**src/srp_pkg.sv**
```systemverilog
// ----------------------------------------------------------------------------
// srp_pkg
// shared types, constants and a time helper of the stage residency profiler
// ----------------------------------------------------------------------------
package srp_pkg;

    localparam int SRP_WINDOW_DEPTH = 16;
    localparam int SRP_NUM_STAGES   = 8;

    localparam int TIME_W     = 32;
    localparam int ACTION_W   = 2;
    localparam int STAGE_IN_W = 4;
    localparam int DOM_W      = 3;

    typedef enum logic [ACTION_W-1:0] {
        ACT_CHANGE = 2'd0,
        ACT_RECORD = 2'd1,
        ACT_QUERY  = 2'd2
    } t_action;

    typedef enum logic [2:0] {
        S_IDLE,
        S_CUR,
        S_RD,
        S_DRAIN,
        S_SCAN,
        S_OUT
    } t_state;

    typedef struct packed {
        logic clear;
        logic feed_vld;
        logic scan_start;
    } t_acc_ctrl;

    typedef struct packed {
        logic busy;
        logic done;
    } t_acc_stat;

    // a before b on a wrapping time line
    function automatic logic is_before(input logic [TIME_W-1:0] a, input logic [TIME_W-1:0] b);
        logic [TIME_W-1:0] diff;
        diff = a - b;
        return diff[TIME_W-1];
    endfunction

endpackage

```
**src/srp_if.sv**
```systemverilog
// ----------------------------------------------------------------------------
// srp_if
// request and result channels of the stage residency profiler
// ----------------------------------------------------------------------------
interface srp_in_if;
    import srp_pkg::*;

    logic                  valid;
    logic                  ready;
    logic [ACTION_W-1:0]   action;
    logic [STAGE_IN_W-1:0] stage;
    logic [TIME_W-1:0]     from_ms;
    logic [TIME_W-1:0]     to_ms;

    modport source(output valid, action, stage, from_ms, to_ms, input ready);
    modport sink(input valid, action, stage, from_ms, to_ms, output ready);
endinterface

interface srp_out_if;
    import srp_pkg::*;

    logic              valid;
    logic              ready;
    logic [DOM_W-1:0]  dominant_stage;
    logic [TIME_W-1:0] dominant_overlap_ms;

    modport source(output valid, dominant_stage, dominant_overlap_ms, input ready);
    modport sink(input valid, dominant_stage, dominant_overlap_ms, output ready);
endinterface

```
**src/stage_residency_profiler.sv**
```systemverilog
// ----------------------------------------------------------------------------
// stage_residency_profiler
// change and record requests leave the block idle; a query's duration is set
// by the ring walk over the single memory read port and the one-sum-per-cycle
// stage scan; an empty interval skips the walk and the scan; one request at a
// time, a result may wait while the next request is taken; synchronous reset,
// ring contents need no clearing
// ----------------------------------------------------------------------------
module stage_residency_profiler #(
    parameter int WINDOW_DEPTH = srp_pkg::SRP_WINDOW_DEPTH,
    parameter int NUM_STAGES   = srp_pkg::SRP_NUM_STAGES
) (
    input  logic      i_clk,
    input  logic      i_rst_n,
    srp_in_if.sink    i_in,
    srp_out_if.source o_out
);
    import srp_pkg::*;

    localparam int IW = $clog2(WINDOW_DEPTH);
    localparam int CW = $clog2(WINDOW_DEPTH + 1);
    localparam int PW = CW + 1;
    localparam int SW = $clog2(NUM_STAGES);
    localparam int DW = SW + 2 * TIME_W;

    t_state            r_state;
    t_state            n_state;
    logic [IW-1:0]     r_wr_idx;
    logic [CW-1:0]     r_count;
    logic [SW-1:0]     r_cur_stg;
    logic [TIME_W-1:0] r_cur_start;
    logic              r_cur_vld;
    logic [TIME_W-1:0] r_from;
    logic [TIME_W-1:0] r_to;
    logic [IW-1:0]     r_rd_ptr;
    logic [CW-1:0]     r_rd_cnt;
    logic              r_rd_vld;
    logic              r_zero;
    logic              r_out_vld;
    logic [DOM_W-1:0]  r_out_stg;
    logic [TIME_W-1:0] r_out_ov;

    logic                  in_acc;
    logic [STAGE_IN_W:0]   stage_ext;
    logic                  in_range;
    logic [SW-1:0]         chg_stg;
    logic [PW-1:0]         first_raw;
    logic [IW-1:0]         first_idx;
    logic                  wr_en;
    logic [SW-1:0]         wr_stg;
    logic [TIME_W-1:0]     wr_start;
    logic [TIME_W-1:0]     wr_end;
    logic                  open_en;
    logic                  query_go;
    logic                  rd_issue;
    logic                  out_load;
    t_acc_ctrl             acc_ctrl;
    t_acc_stat             acc_stat;
    logic [DW-1:0]         rd_data;
    logic [SW-1:0]         feed_stg;
    logic [TIME_W-1:0]     feed_start;
    logic [TIME_W-1:0]     feed_end;
    logic [SW-1:0]         best_stg;
    logic [TIME_W-1:0]     best;

    assign i_in.ready = (r_state == S_IDLE);
    assign in_acc     = i_in.valid && i_in.ready;

    assign stage_ext = {1'b0, i_in.stage};
    assign in_range  = stage_ext < (STAGE_IN_W + 1)'(NUM_STAGES);
    assign chg_stg   = in_range ? SW'(i_in.stage) : SW'(NUM_STAGES - 1);

    // oldest stored window
    assign first_raw = PW'(r_wr_idx) + PW'(WINDOW_DEPTH) - PW'(r_count);
    assign first_idx = (first_raw >= PW'(WINDOW_DEPTH)) ?
                       IW'(first_raw - PW'(WINDOW_DEPTH)) : IW'(first_raw);

    always_comb begin
        wr_en    = 1'b0;
        wr_stg   = r_cur_stg;
        wr_start = r_cur_start;
        wr_end   = i_in.from_ms;
        open_en  = 1'b0;
        query_go = 1'b0;
        if (in_acc) begin
            unique case (i_in.action)
                ACT_CHANGE: begin
                    if (!r_cur_vld) begin
                        open_en = 1'b1;
                    end else if (chg_stg != r_cur_stg) begin
                        open_en = 1'b1;
                        wr_en   = is_before(r_cur_start, i_in.from_ms);
                    end
                end
                ACT_RECORD: begin
                    wr_stg   = SW'(i_in.stage);
                    wr_start = i_in.from_ms;
                    wr_end   = i_in.to_ms;
                    wr_en    = in_range && is_before(i_in.from_ms, i_in.to_ms);
                end
                ACT_QUERY: begin
                    query_go = 1'b1;
                end
                default: begin
                end
            endcase
        end
    end

    always_ff @(posedge i_clk) begin
        if (!i_rst_n) begin
            r_wr_idx  <= '0;
            r_count   <= '0;
            r_cur_vld <= 1'b0;
        end else begin
            if (wr_en) begin
                r_wr_idx <= (r_wr_idx == IW'(WINDOW_DEPTH - 1)) ? '0 : r_wr_idx + IW'(1);
                if (r_count != CW'(WINDOW_DEPTH)) begin
                    r_count <= r_count + CW'(1);
                end
            end
            if (open_en) begin
                r_cur_vld <= 1'b1;
            end
        end
    end

    always_ff @(posedge i_clk) begin
        if (open_en) begin
            r_cur_stg   <= chg_stg;
            r_cur_start <= i_in.from_ms;
        end
        if (query_go) begin
            r_from <= i_in.from_ms;
            r_to   <= i_in.to_ms;
            r_zero <= !is_before(i_in.from_ms, i_in.to_ms);
        end
    end

    always_ff @(posedge i_clk) begin
        if (!i_rst_n) begin
            r_state <= S_IDLE;
        end else begin
            r_state <= n_state;
        end
    end

    always_comb begin
        n_state  = r_state;
        acc_ctrl = '0;
        rd_issue = 1'b0;
        out_load = 1'b0;
        unique case (r_state)
            S_IDLE: begin
                if (query_go) begin
                    acc_ctrl.clear = 1'b1;
                    n_state = is_before(i_in.from_ms, i_in.to_ms) ? S_CUR : S_OUT;
                end
            end
            S_CUR: begin
                acc_ctrl.feed_vld = r_cur_vld;
                n_state = S_RD;
            end
            S_RD: begin
                if (r_rd_cnt == r_count) begin
                    n_state = S_DRAIN;
                end else begin
                    rd_issue = 1'b1;
                end
            end
            S_DRAIN: begin
                if (!r_rd_vld && !acc_stat.busy) begin
                    acc_ctrl.scan_start = 1'b1;
                    n_state = S_SCAN;
                end
            end
            S_SCAN: begin
                if (acc_stat.done) begin
                    n_state = S_OUT;
                end
            end
            S_OUT: begin
                if (!r_out_vld || o_out.ready) begin
                    out_load = 1'b1;
                    n_state  = S_IDLE;
                end
            end
            default: begin
                n_state = S_IDLE;
            end
        endcase
        acc_ctrl.feed_vld = acc_ctrl.feed_vld | r_rd_vld;
    end

    always_ff @(posedge i_clk) begin
        if (!i_rst_n) begin
            r_rd_vld <= 1'b0;
        end else begin
            r_rd_vld <= rd_issue;
        end
    end

    always_ff @(posedge i_clk) begin
        if (query_go) begin
            r_rd_ptr <= first_idx;
            r_rd_cnt <= '0;
        end else if (rd_issue) begin
            r_rd_ptr <= (r_rd_ptr == IW'(WINDOW_DEPTH - 1)) ? '0 : r_rd_ptr + IW'(1);
            r_rd_cnt <= r_rd_cnt + CW'(1);
        end
    end

    srp_ring_mem #(
        .DEPTH (WINDOW_DEPTH),
        .DW    (DW)
    ) u_ring (
        .i_clk   (i_clk),
        .i_we    (wr_en),
        .i_waddr (r_wr_idx),
        .i_wdata ({wr_stg, wr_start, wr_end}),
        .i_re    (rd_issue),
        .i_raddr (r_rd_ptr),
        .o_rdata (rd_data)
    );

    // open stage runs up to the query end
    always_comb begin
        if (r_state == S_CUR) begin
            feed_stg   = r_cur_stg;
            feed_start = r_cur_start;
            feed_end   = r_to;
        end else begin
            feed_stg   = rd_data[DW-1 -: SW];
            feed_start = rd_data[2*TIME_W-1 -: TIME_W];
            feed_end   = rd_data[TIME_W-1:0];
        end
    end

    srp_stage_acc #(
        .NUM_STAGES (NUM_STAGES)
    ) u_acc (
        .i_clk      (i_clk),
        .i_rst_n    (i_rst_n),
        .i_ctrl     (acc_ctrl),
        .i_from     (r_from),
        .i_to       (r_to),
        .i_stg      (feed_stg),
        .i_start    (feed_start),
        .i_end      (feed_end),
        .o_stat     (acc_stat),
        .o_best_stg (best_stg),
        .o_best     (best)
    );

    always_ff @(posedge i_clk) begin
        if (!i_rst_n) begin
            r_out_vld <= 1'b0;
        end else if (out_load) begin
            r_out_vld <= 1'b1;
        end else if (o_out.ready) begin
            r_out_vld <= 1'b0;
        end
    end

    always_ff @(posedge i_clk) begin
        if (out_load) begin
            r_out_stg <= r_zero ? '0 : DOM_W'(best_stg);
            r_out_ov  <= r_zero ? '0 : best;
        end
    end

    assign o_out.valid               = r_out_vld;
    assign o_out.dominant_stage      = r_out_stg;
    assign o_out.dominant_overlap_ms = r_out_ov;
endmodule

```
**src/srp_ring_mem.sv**
```systemverilog
// ----------------------------------------------------------------------------
// srp_ring_mem
// window ring storage, one write and one registered read port
// ----------------------------------------------------------------------------
module srp_ring_mem #(
    parameter int DEPTH = srp_pkg::SRP_WINDOW_DEPTH,
    parameter int DW    = 67
) (
    input  logic                     i_clk,
    input  logic                     i_we,
    input  logic [$clog2(DEPTH)-1:0] i_waddr,
    input  logic [DW-1:0]            i_wdata,
    input  logic                     i_re,
    input  logic [$clog2(DEPTH)-1:0] i_raddr,
    output logic [DW-1:0]            o_rdata
);
    logic [DW-1:0] r_mem [DEPTH];
    logic [DW-1:0] r_rdata;

    always_ff @(posedge i_clk) begin
        if (i_we) begin
            r_mem[i_waddr] <= i_wdata;
        end
    end

    always_ff @(posedge i_clk) begin
        if (i_re) begin
            r_rdata <= r_mem[i_raddr];
        end
    end

    assign o_rdata = r_rdata;
endmodule

```
**src/srp_stage_acc.sv**
```systemverilog
// ----------------------------------------------------------------------------
// srp_stage_acc
// overlap pipeline, per stage sums and the dominant stage scan
// ----------------------------------------------------------------------------
module srp_stage_acc #(
    parameter int NUM_STAGES = srp_pkg::SRP_NUM_STAGES
) (
    input  logic                          i_clk,
    input  logic                          i_rst_n,
    input  srp_pkg::t_acc_ctrl            i_ctrl,
    input  logic [srp_pkg::TIME_W-1:0]    i_from,
    input  logic [srp_pkg::TIME_W-1:0]    i_to,
    input  logic [$clog2(NUM_STAGES)-1:0] i_stg,
    input  logic [srp_pkg::TIME_W-1:0]    i_start,
    input  logic [srp_pkg::TIME_W-1:0]    i_end,
    output srp_pkg::t_acc_stat            o_stat,
    output logic [$clog2(NUM_STAGES)-1:0] o_best_stg,
    output logic [srp_pkg::TIME_W-1:0]    o_best
);
    import srp_pkg::*;

    localparam int SW = $clog2(NUM_STAGES);

    logic              r_s1_vld;
    logic [SW-1:0]     r_s1_stg;
    logic [TIME_W-1:0] r_s1_s;
    logic [TIME_W-1:0] r_s1_e;
    logic              r_s2_vld;
    logic [SW-1:0]     r_s2_stg;
    logic [TIME_W-1:0] r_s2_ov;
    logic [TIME_W-1:0] r_sums [NUM_STAGES];
    logic              r_scan_act;
    logic [SW-1:0]     r_scan_idx;
    logic              r_done;
    logic [SW-1:0]     r_best_stg;
    logic [TIME_W-1:0] r_best;
    logic [SW-1:0]     rd_idx;
    logic [TIME_W-1:0] rd_sum;

    // later start and earlier end
    always_ff @(posedge i_clk) begin
        if (!i_rst_n) begin
            r_s1_vld <= 1'b0;
            r_s2_vld <= 1'b0;
        end else begin
            r_s1_vld <= i_ctrl.feed_vld;
            r_s2_vld <= r_s1_vld;
        end
    end

    always_ff @(posedge i_clk) begin
        r_s1_stg <= i_stg;
        r_s1_s   <= is_before(i_from, i_start) ? i_start : i_from;
        r_s1_e   <= is_before(i_to, i_end) ? i_to : i_end;
        r_s2_stg <= r_s1_stg;
        r_s2_ov  <= is_before(r_s1_s, r_s1_e) ? (r_s1_e - r_s1_s) : '0;
    end

    assign rd_idx = r_scan_act ? r_scan_idx : r_s2_stg;
    assign rd_sum = r_sums[rd_idx];

    always_ff @(posedge i_clk) begin
        if (i_ctrl.clear) begin
            for (int k = 0; k < NUM_STAGES; k++) begin
                r_sums[k] <= '0;
            end
        end else if (r_s2_vld) begin
            r_sums[r_s2_stg] <= rd_sum + r_s2_ov;
        end
    end

    // scan non-idle stages, earliest wins on ties
    always_ff @(posedge i_clk) begin
        if (!i_rst_n) begin
            r_scan_act <= 1'b0;
            r_done     <= 1'b0;
        end else begin
            r_done <= 1'b0;
            if (i_ctrl.scan_start) begin
                r_scan_act <= 1'b1;
            end else if (r_scan_act && r_scan_idx == SW'(NUM_STAGES - 1)) begin
                r_scan_act <= 1'b0;
                r_done     <= 1'b1;
            end
        end
    end

    always_ff @(posedge i_clk) begin
        if (i_ctrl.scan_start) begin
            r_scan_idx <= SW'(1);
            r_best_stg <= '0;
            r_best     <= '0;
        end else if (r_scan_act) begin
            r_scan_idx <= r_scan_idx + SW'(1);
            if (rd_sum > r_best) begin
                r_best     <= rd_sum;
                r_best_stg <= r_scan_idx;
            end
        end
    end

    assign o_stat.busy = r_s1_vld | r_s2_vld;
    assign o_stat.done = r_done;
    assign o_best_stg  = r_best_stg;
    assign o_best      = r_best;
endmodule

```
**src/flat_wrapper.sv**
```systemverilog
// flat-port wrapper written by rule: the top's interface ports become plain ports
module stage_residency_profiler_flat import srp_pkg::*;
#(
    parameter int WINDOW_DEPTH = srp_pkg::SRP_WINDOW_DEPTH,
    parameter int NUM_STAGES   = srp_pkg::SRP_NUM_STAGES
)
  (i_clk, i_rst_n, i_in_valid, i_in_action, i_in_stage, i_in_from_ms, i_in_to_ms, i_in_ready, o_out_valid, o_out_dominant_stage, o_out_dominant_overlap_ms, o_out_ready);
  srp_in_if i_in_i ();
  srp_out_if o_out_i ();
  input  logic i_clk;
  input  logic i_rst_n;
  input wire logic [$bits(i_in_i.valid)-1:0] i_in_valid;
  input wire logic [$bits(i_in_i.action)-1:0] i_in_action;
  input wire logic [$bits(i_in_i.stage)-1:0] i_in_stage;
  input wire logic [$bits(i_in_i.from_ms)-1:0] i_in_from_ms;
  input wire logic [$bits(i_in_i.to_ms)-1:0] i_in_to_ms;
  output wire logic [$bits(i_in_i.ready)-1:0] i_in_ready;
  output wire logic [$bits(o_out_i.valid)-1:0] o_out_valid;
  output wire logic [$bits(o_out_i.dominant_stage)-1:0] o_out_dominant_stage;
  output wire logic [$bits(o_out_i.dominant_overlap_ms)-1:0] o_out_dominant_overlap_ms;
  input wire logic [$bits(o_out_i.ready)-1:0] o_out_ready;
  assign i_in_i.valid = i_in_valid;
  assign i_in_i.action = i_in_action;
  assign i_in_i.stage = i_in_stage;
  assign i_in_i.from_ms = i_in_from_ms;
  assign i_in_i.to_ms = i_in_to_ms;
  assign i_in_ready = i_in_i.ready;
  assign o_out_valid = o_out_i.valid;
  assign o_out_dominant_stage = o_out_i.dominant_stage;
  assign o_out_dominant_overlap_ms = o_out_i.dominant_overlap_ms;
  assign o_out_i.ready = o_out_ready;
  stage_residency_profiler #(.WINDOW_DEPTH(WINDOW_DEPTH), .NUM_STAGES(NUM_STAGES)) u_core (.i_clk(i_clk), .i_rst_n(i_rst_n), .i_in(i_in_i), .o_out(o_out_i));
endmodule
```
**config.mk**
```make
export PLATFORM = sky130hd
export DESIGN_NAME = stage_residency_profiler_flat
export DESIGN_NICKNAME = d
export VERILOG_FILES = /design/src/srp_pkg.sv /design/src/srp_if.sv /design/src/stage_residency_profiler.sv /design/src/srp_ring_mem.sv /design/src/srp_stage_acc.sv /design/src/flat_wrapper.sv
export SDC_FILE = /design/constraint.sdc
export NUM_CORES = 2
export LEC_CHECK = 0
export BUFFER_PORTS_ARGS = -buffer_cell sky130_fd_sc_hd__buf_4
export CAP_MARGIN = 20
export CORE_MARGIN = 3
export CORE_UTILIZATION = 40
export DETAILED_ROUTE_END_ITERATION = 8
export PLACE_DENSITY_LB_ADDON = 0.25
export SLEW_MARGIN = 20
export SYNTH_ARGS = -nofsm -noshare
export SYNTH_HDL_FRONTEND = slang
export SYNTH_SLANG_ARGS = --single-unit
export TNS_END_PERCENT = 10
```
**constraint.sdc**
```tcl
create_clock -name i_clk -period 13.1 [get_ports i_clk]
set_input_delay 2.62 -clock i_clk [delete_from_list [all_inputs] [get_ports i_clk]]
set_output_delay 2.62 -clock i_clk [all_outputs]
set_load 0.1 [all_outputs]
```
Word-level counts from Yosys, hierarchy flattened
Memory sizes are Yosys's and may differ from the RTL's. A register that Yosys moved wholly into a read port is not among the register bits.
Index checks and enable logic that the tools add are counted.
{"block": "totals", "output_inout_bits": 37, "mem_bits_rw": 1328, "register_bits": 303, "mem_count": 2, "wordCells": 146, "inputBits": 74}
{"block": "classes", "n_eq_ne": 18, "n_reduce_logical": 19, "muxes": 59, "bitwise": 3, "add_sub_neg": 15, "magnitude_cmp": 3}
{"name": "u_core.u_ring.r_mem", "words": 16, "width": 67, "read_ports": 1, "rd_clocked_by_memory_dff": 1, "wr": 1, "line_no": "srp_ring_mem.sv:17", "source": "logic [DW-1:0] r_mem [DEPTH];"}
{"name": "u_core.u_acc.r_sums", "words": 8, "width": 32, "read_ports": 1, "rd_clocked_by_memory_dff": 0, "wr": 8, "line_no": "srp_stage_acc.sv:31", "source": "logic [TIME_W-1:0] r_sums [NUM_STAGES];"}
{"op": "$mux 32", "count": 9}
{"op": "$sub 32x32->32", "count": 6}
{"op": "$mux 3", "count": 12}
{"op": "$add 32x32->32", "count": 1}
{"op": "$gt 32x32->1", "count": 1}
{"op": "$reduce_or 32->1", "count": 1}
{"op": "$mux 1", "count": 31}
{"op": "$mux 4", "count": 5}
{"op": "$pmux 3 s6", "count": 1}
{"op": "$add 5x1->5 const B", "count": 2}
{"op": "$eq 3x3->1 const B", "count": 3}
{"op": "$add 4x1->4 const B", "count": 2}
{"op": "$eq 4x4->1 const B", "count": 2}
{"op": "$add 4x5->6 const B", "count": 1}
{"op": "$eq 3x2->1 const B", "count": 2}
{"op": "$ge 6x5->1 const B", "count": 1}
{"op": "$ne 2x1->1 const B", "count": 3}
{"op": "$reduce_bool 2->1", "count": 3}
{"op": "$sub 6x5->6", "count": 1}
{"op": "$eq 5x5->1", "count": 1}
{"op": "$ne 5x5->1 const B", "count": 1}
{"op": "$reduce_and 5->1", "count": 1}
{"op": "$logic_and 1x1->1", "count": 4}
{"op": "$logic_not 1->1", "count": 4}
{"op": "16 further kinds", "count": 19}

Longest topological paths before layout
{"block": "logic_depth", "ltp_word": 9, "mapped_depth": 21, "mapped_depth_nobuf": 17}

Cells and area by module
From an unflattened synthesis, not the netlist that was laid out.
{"block": "unflattened", "cells_unflattened": 4715, "area_unflattened_um2": 73506.7}
{"module": "srp_ring_mem", "cells_per_inst": 1724, "n_inst": 1, "area_per_inst_um2": 42109.1}
{"module": "srp_stage_acc", "cells_per_inst": 2201, "n_inst": 1, "area_per_inst_um2": 22516.6}
{"module": "stage_residency_profiler", "cells_per_inst": 790, "n_inst": 1, "area_per_inst_um2": 8881.0}

Worst setup path after synthesis
No wires, ideal clock.
{"block": "synth_path", "path_kind": "input -> register", "start": "input i_in_to_ms[9]", "end": "memory u_core.u_ring.r_mem[11][0] (enable)", "slack_ns": 6.475, "setup_time_ns": 0.433, "path_stages": 12, "t_arrival_ns": 6.193, "path_cell_list": "inv_1 ha_1 a21oi_1 nand2_1 a2111oi_0 o21ai_1 a211oi_2 xor2_1 a211oi_1 nor2_1 buf_2 and3_1"}
{"block": "synth_between", "elab_chain_len": 6}
{"item": "start: declaration", "line_no": "flat_wrapper.sv:16", "source": "input wire logic [$bits(i_in_i.to_ms)-1:0] i_in_to_ms;"}
{"item": "$sub 32x32->32", "line_no": "srp_pkg.sv:44", "source": "diff = a - b;"}
{"item": "$logic_and 1x1->1", "line_no": "stage_residency_profiler.sv:99", "source": "wr_en = in_range && is_before(i_in.from_ms, i_in.to_ms);"}
{"item": "$pmux 1 s2", "line_no": "stage_residency_profiler.sv:86", "source": "unique case (i_in.action)"}
{"item": "$mux 1", "line_no": "stage_residency_profiler.sv:85", "source": "if (in_acc) begin"}
{"item": "$mux 1", "line_no": "srp_ring_mem.sv:21", "source": "if (i_we) begin"}
{"item": "$mux 1 (not written as such)", "line_no": "srp_ring_mem.sv:22", "source": "r_mem[i_waddr] <= i_wdata;"}
{"item": "end: declaration", "line_no": "srp_ring_mem.sv:17"}
No other way between the ends.

==> summary.log <==
[floorplan] number of top-level design ports 111
[synth] Post-Synthesis Cell Area 73,210 µm²
[clock_tree] CTS H-tree lvls 4
[worst_setup_path] delay of the slowest critical-path stage 0.83 ns
[power] leakage component of the power 29.85 nW
[finish] relative area change from synthesis to final layout 13.40%
[worst_setup_path] setup slack on the worst flop-to-flop path 6.19 ns
[floorplan] core area 181,300 µm²
[run_status] violated checks antenna rules
[clock_tree] clk sinks 1,698
[placement] post-placement worst setup slack 5.794 ns
[synth] largest family of logic cells by synthesized area multiplexers
[synth] net count after synthesis 5,527
[synth] number of different library cells in the post-synthesis netlist 80
[global_routing] first-pass GRT wire length 299,000 µm
[drt] wire length per cell after detailed routing 26.07 µm
[synth] synthesized area per cell 14.10 µm²
[synth] Post-synth EDFFs 1,534
[synth] sequential-to-total area share from yosys stat 67.40%
[worst_hold_path] Worst Hold Class reg -> reg
[finish] most common library cell in the layout ignoring fill and taps edfxtp_1
[finish] core utilization of the finished layout 45.79%
[global_routing] remaining global-route overflow 0
[drt] initial drt markers 3,888
[flow_run] Max Cap Viol 0
[floorplan] horizontal extent of the die 433.8 µm
[timing] achievable frequency 0.1447 GHz
[worst_setup_path] Worst Path Class, Setup reg -> reg
[global_routing] met1 track demand over resource in global routing 29.26%
[timing] clock skew 0.05823 ns
[timing] aggregate negative setup slack 0 ns
[timing] final clock period utilization by the worst path 52.74%
[synth] compound-gate portion of the synthesized area 7.802%
[timing] Final Hold Viols 0
[synth] ys flop type edfxtp_1
[synth] FF+latch count, synth 1,698
[synth] share of synthesized cell area in full adder, half adder and majority cells 4.491%
[floorplan] die height 433.8 µm
[drt] detailed-route via count 43,587
[floorplan] initial standard-cell utilization of the core 40.37%
[drt] DR DRC count 0
[clock_tree] number of post-CTS setup repair buffers 0
[worst_setup_path] data arrival time of the worst path 7.42 ns
[global_routing] antenna violations before repair 14
[worst_setup_path] Reg-to-Reg End u_core.u_acc.r_sums[1][30]
[timing] final max-slew violation count 0
[finish] area of all placed cells without fillers 83,020 µm²
[power] worst supply voltage drop on vdd 0.1561 mV
[clock_tree] PostCTS Resize Cnt 0
[clock_tree] maximum root-to-sink buffer count 3
[worst_setup_path] number of cells on the worst reg-to-reg path 17
[global_routing] GRT met3 Usage 2.913%
[clock_tree] cell chosen for the clock root clkbuf_16
[placement] total half-perimeter wirelength after legalization and detailed placement 130,600 µm
[synth] Yosys Warn Count 0
[synth] basic-gate share of the synthesized area counting and, or, nand and nor cells 7.178%
[finish] proportion of layout cells with a drive suffix above 1 13.95%
[placement] quantity of I/O buffers inserted on ports 110
[clock_tree] CTS clock-pin slew for the worst setup and hold paths 0.06 ns
[finish] Final Net Count 5,687
[synth] Post-Synth XOR/XNOR Area 0.9998%
[worst_hold_path] startpoint of the lowest-slack hold path u_core.u_acc.r_s1_stg[0]
[worst_setup_path] critical path's slowest cell dfxtp_1
[global_routing] pin count of the biggest net entering global routing 138
[worst_hold_path] hold-critical path endpoint u_core.u_acc.r_s2_stg[0]
[drt] post-detailed-route via-to-cell ratio 5.534
[clock_tree] hold buffers post-CTS 0
[timing] Worst Tran Pin Value 1.136 ns
[global_routing] global-route layer with the greatest usage met2
[floorplan] row cnt 156
[finish] most used cells in the layout excluding fill and tap cells 1,534 x edfxtp_1, 546 x nand2_1, 384 x nor2_1
[worst_hold_path] number of cells traversed by the worst hold path 0
[synth] proportion of synthesized area in mux cells 9.617%
[worst_setup_path] sort of element at the start of the critical path flip-flop
[clock_tree] Num CTS Buffers 174
[synth] fraction of synthesis flops using an asynchronous set or reset pin 0%
[drt] routed wire length 205,400 µm
[worst_setup_path] Crit path required time 13.61 ns
[timing] RSZ-0062 raised after global routing false
[power] overall power 17.75 mW
[run_status] result of the run finished with violations
[global_routing] number of global-route vias before repair 42,567
[worst_setup_path] launch point of the worst reg-to-reg path u_core.u_acc.r_scan_act
[clock_tree] clock latency on the worst-skew pair 0.82 ns
[timing] relative max-transition margin 24.26%
[worst_setup_path] maximum fanout along the worst path 70
[placement] final estimated routing congestion in global placement 0.8744
[drt] number of detailed-routing iterations run before antenna repair 6
[global_routing] GR met2 Demand/Resource 35.87%
[placement] placed standard-cell area 77,260 µm²
[timing] count of endpoints failing setup in the final report 0
[drt] antenna viol nets, final 1
[worst_setup_path] chain of cells forming the critical path mux2i_4 > buf_4 > buf_4 > nand2_1 > nand3_1 > o21ai_0 > o21ai_0 > ha_1 > o211ai_1 > a21oi_1 > o211ai_1 > a21oi_1 > nor4_2 > o21ai_0 > a21oi_1 > xor2_1 > nor2_1
[global_routing] total routing resource utilization after global routing 21.71%
[synth] synthesized instance count 5,192
[timing] fin crit period 6.909 ns
[timing] worst setup margin 6.191 ns
[clock_tree] CTS tree built
[power] power density of the placed cells 213.8 nW/µm²
[floorplan] Die Outline Area 188,200 µm²
[worst_setup_path] endpoint type of the worst setup path flip-flop
## area by class of cell
type	instances	area, µm²
clock buffers	229	4710
well taps	2370	2965
repair buffers	239	1844
clock inverters	93	1021
multi-input cells	3017	22280
fillers	15817	98310
diodes	8	20.02
flip-flops and latches	1698	49350
inverters	222	834.6
## report_power, final
group	internal (mW)	switching, mW
combinational	1.98	4.07
clock	2.85	2.13
sequential	6.47	0.243
## logic make-up after synthesis
family,count (synthesis)
buffers and inverters,477
xor gates and xnor gates,78
AOI/OAI and AO/OA,913
muxes,523
adders and majority gates,261
and+or+nand+nor,1242
DFF,1698
## worst max-delay path by stage
stage / slack, ns / depth (start not counted) / to / from
2_1_floorplan: 6.47 / 12 / u_core.u_ring.r_mem[11][0] / i_in_to_ms[9]
3_3_place_gp: 5.81 / 14 / u_core.u_ring.r_mem[6][31] / i_in_to_ms[30]
4_1_cts: 6.16 / 17 / u_core.u_acc.r_sums[3][28] / u_core.u_acc.r_scan_act
3_5_place_dp: 5.79 / 14 / u_core.u_ring.r_mem[6][38] / i_in_to_ms[30]
5_1_grt: 5.80 / 19 / u_core.u_acc.r_sums[0][24] / u_core.u_acc.r_scan_act
6_report: 6.19 / 17 / u_core.u_acc.r_sums[1][30] / u_core.u_acc.r_scan_act
## cells in the mapped netlist, types with 28 or more instances
cell type	number	share of area, %
mux2_2	80	1.2
clkbuf_1	197	1.0
nor2b_1	29	0.25
nor2_1	386	2.0
dfxtp_1	164	4.5
o31ai_1	39	0.40
buf_1	38	0.19
a21oi_1	190	1.3
o21ai_0	353	2.4
a21o_1	56	0.57
nand2_1	553	2.8
nor3_1	28	0.19
mux2i_1	306	4.2
edfxtp_1	1534	63
inv_1	221	1.1
nand3_1	131	0.90
a22oi_1	68	0.70
mux4_2	136	4.2
nand4_1	29	0.25
ha_1	258	4.4
xor2_1	37	0.44
xnor2_1	36	0.43
a221oi_1	68	0.81
o211ai_1	39	0.40
## critical path: cells and delay by family (launching register included)
| kind | cells | cell delay [ns] |
|---|---|---|
| XOR/XNOR | 1 | 0.52 |
| AND/OR/NAND/NOR | 4 | 1.01 |
| adder cells (fa/ha/maj) | 1 | 0.42 |
| multiplexers | 1 | 0.65 |
| AO/OA/AOI/OAI | 8 | 1.85 |
| flip-flops | 1 | 0.83 |
| buffers and inverters | 2 | 1.24 |
## state kept, by name, summed over array words and instances, names as in the netlist, 3 cells and up
| name | count |
|---|---|
| u_core.r_from | 32 |
| u_core.u_acc.o_best | 32 |
| u_core.u_acc.r_s2_ov | 32 |
| u_core.o_out.dominant_stage | 3 |
| u_core.r_count | 5 |
| u_core.u_acc.r_s2_stg | 3 |
| u_core.u_ring.r_mem | 1072 |
| u_core.u_acc.o_best_stg | 3 |
| u_core.r_cur_stg | 3 |
| u_core.r_to | 32 |
| u_core.r_wr_idx | 4 |
| u_core.o_out.dominant_overlap_ms | 32 |
| u_core.u_ring.o_rdata | 67 |
| u_core.u_acc.r_s1_e | 32 |
| u_core.u_acc.r_sums | 256 |
| u_core.r_rd_cnt | 5 |
| u_core.r_state | 3 |
| u_core.r_rd_ptr | 4 |
| u_core.u_acc.r_scan_idx | 3 |
| u_core.r_cur_start | 32 |
| u_core.u_acc.r_s1_stg | 3 |
| u_core.u_acc.r_s1_s | 32 |
## per-layer routing
metal,vias up,wire [µm]
li1,19866,-
met1,22082,87300
met5,-,13
met3,287,10640
met4,2,7589
met2,1350,99810
## through the flow
stage,instances,hold slack (ns)
finish,7876,0.3369
global route,7869,0.3652
CTS,7868,0.3572
detailed placement,7546,0.3605
global placement,7546,0.3578
floorplan,5192,0.3096
Note: power is estimated with default switching activity, not from simulation.
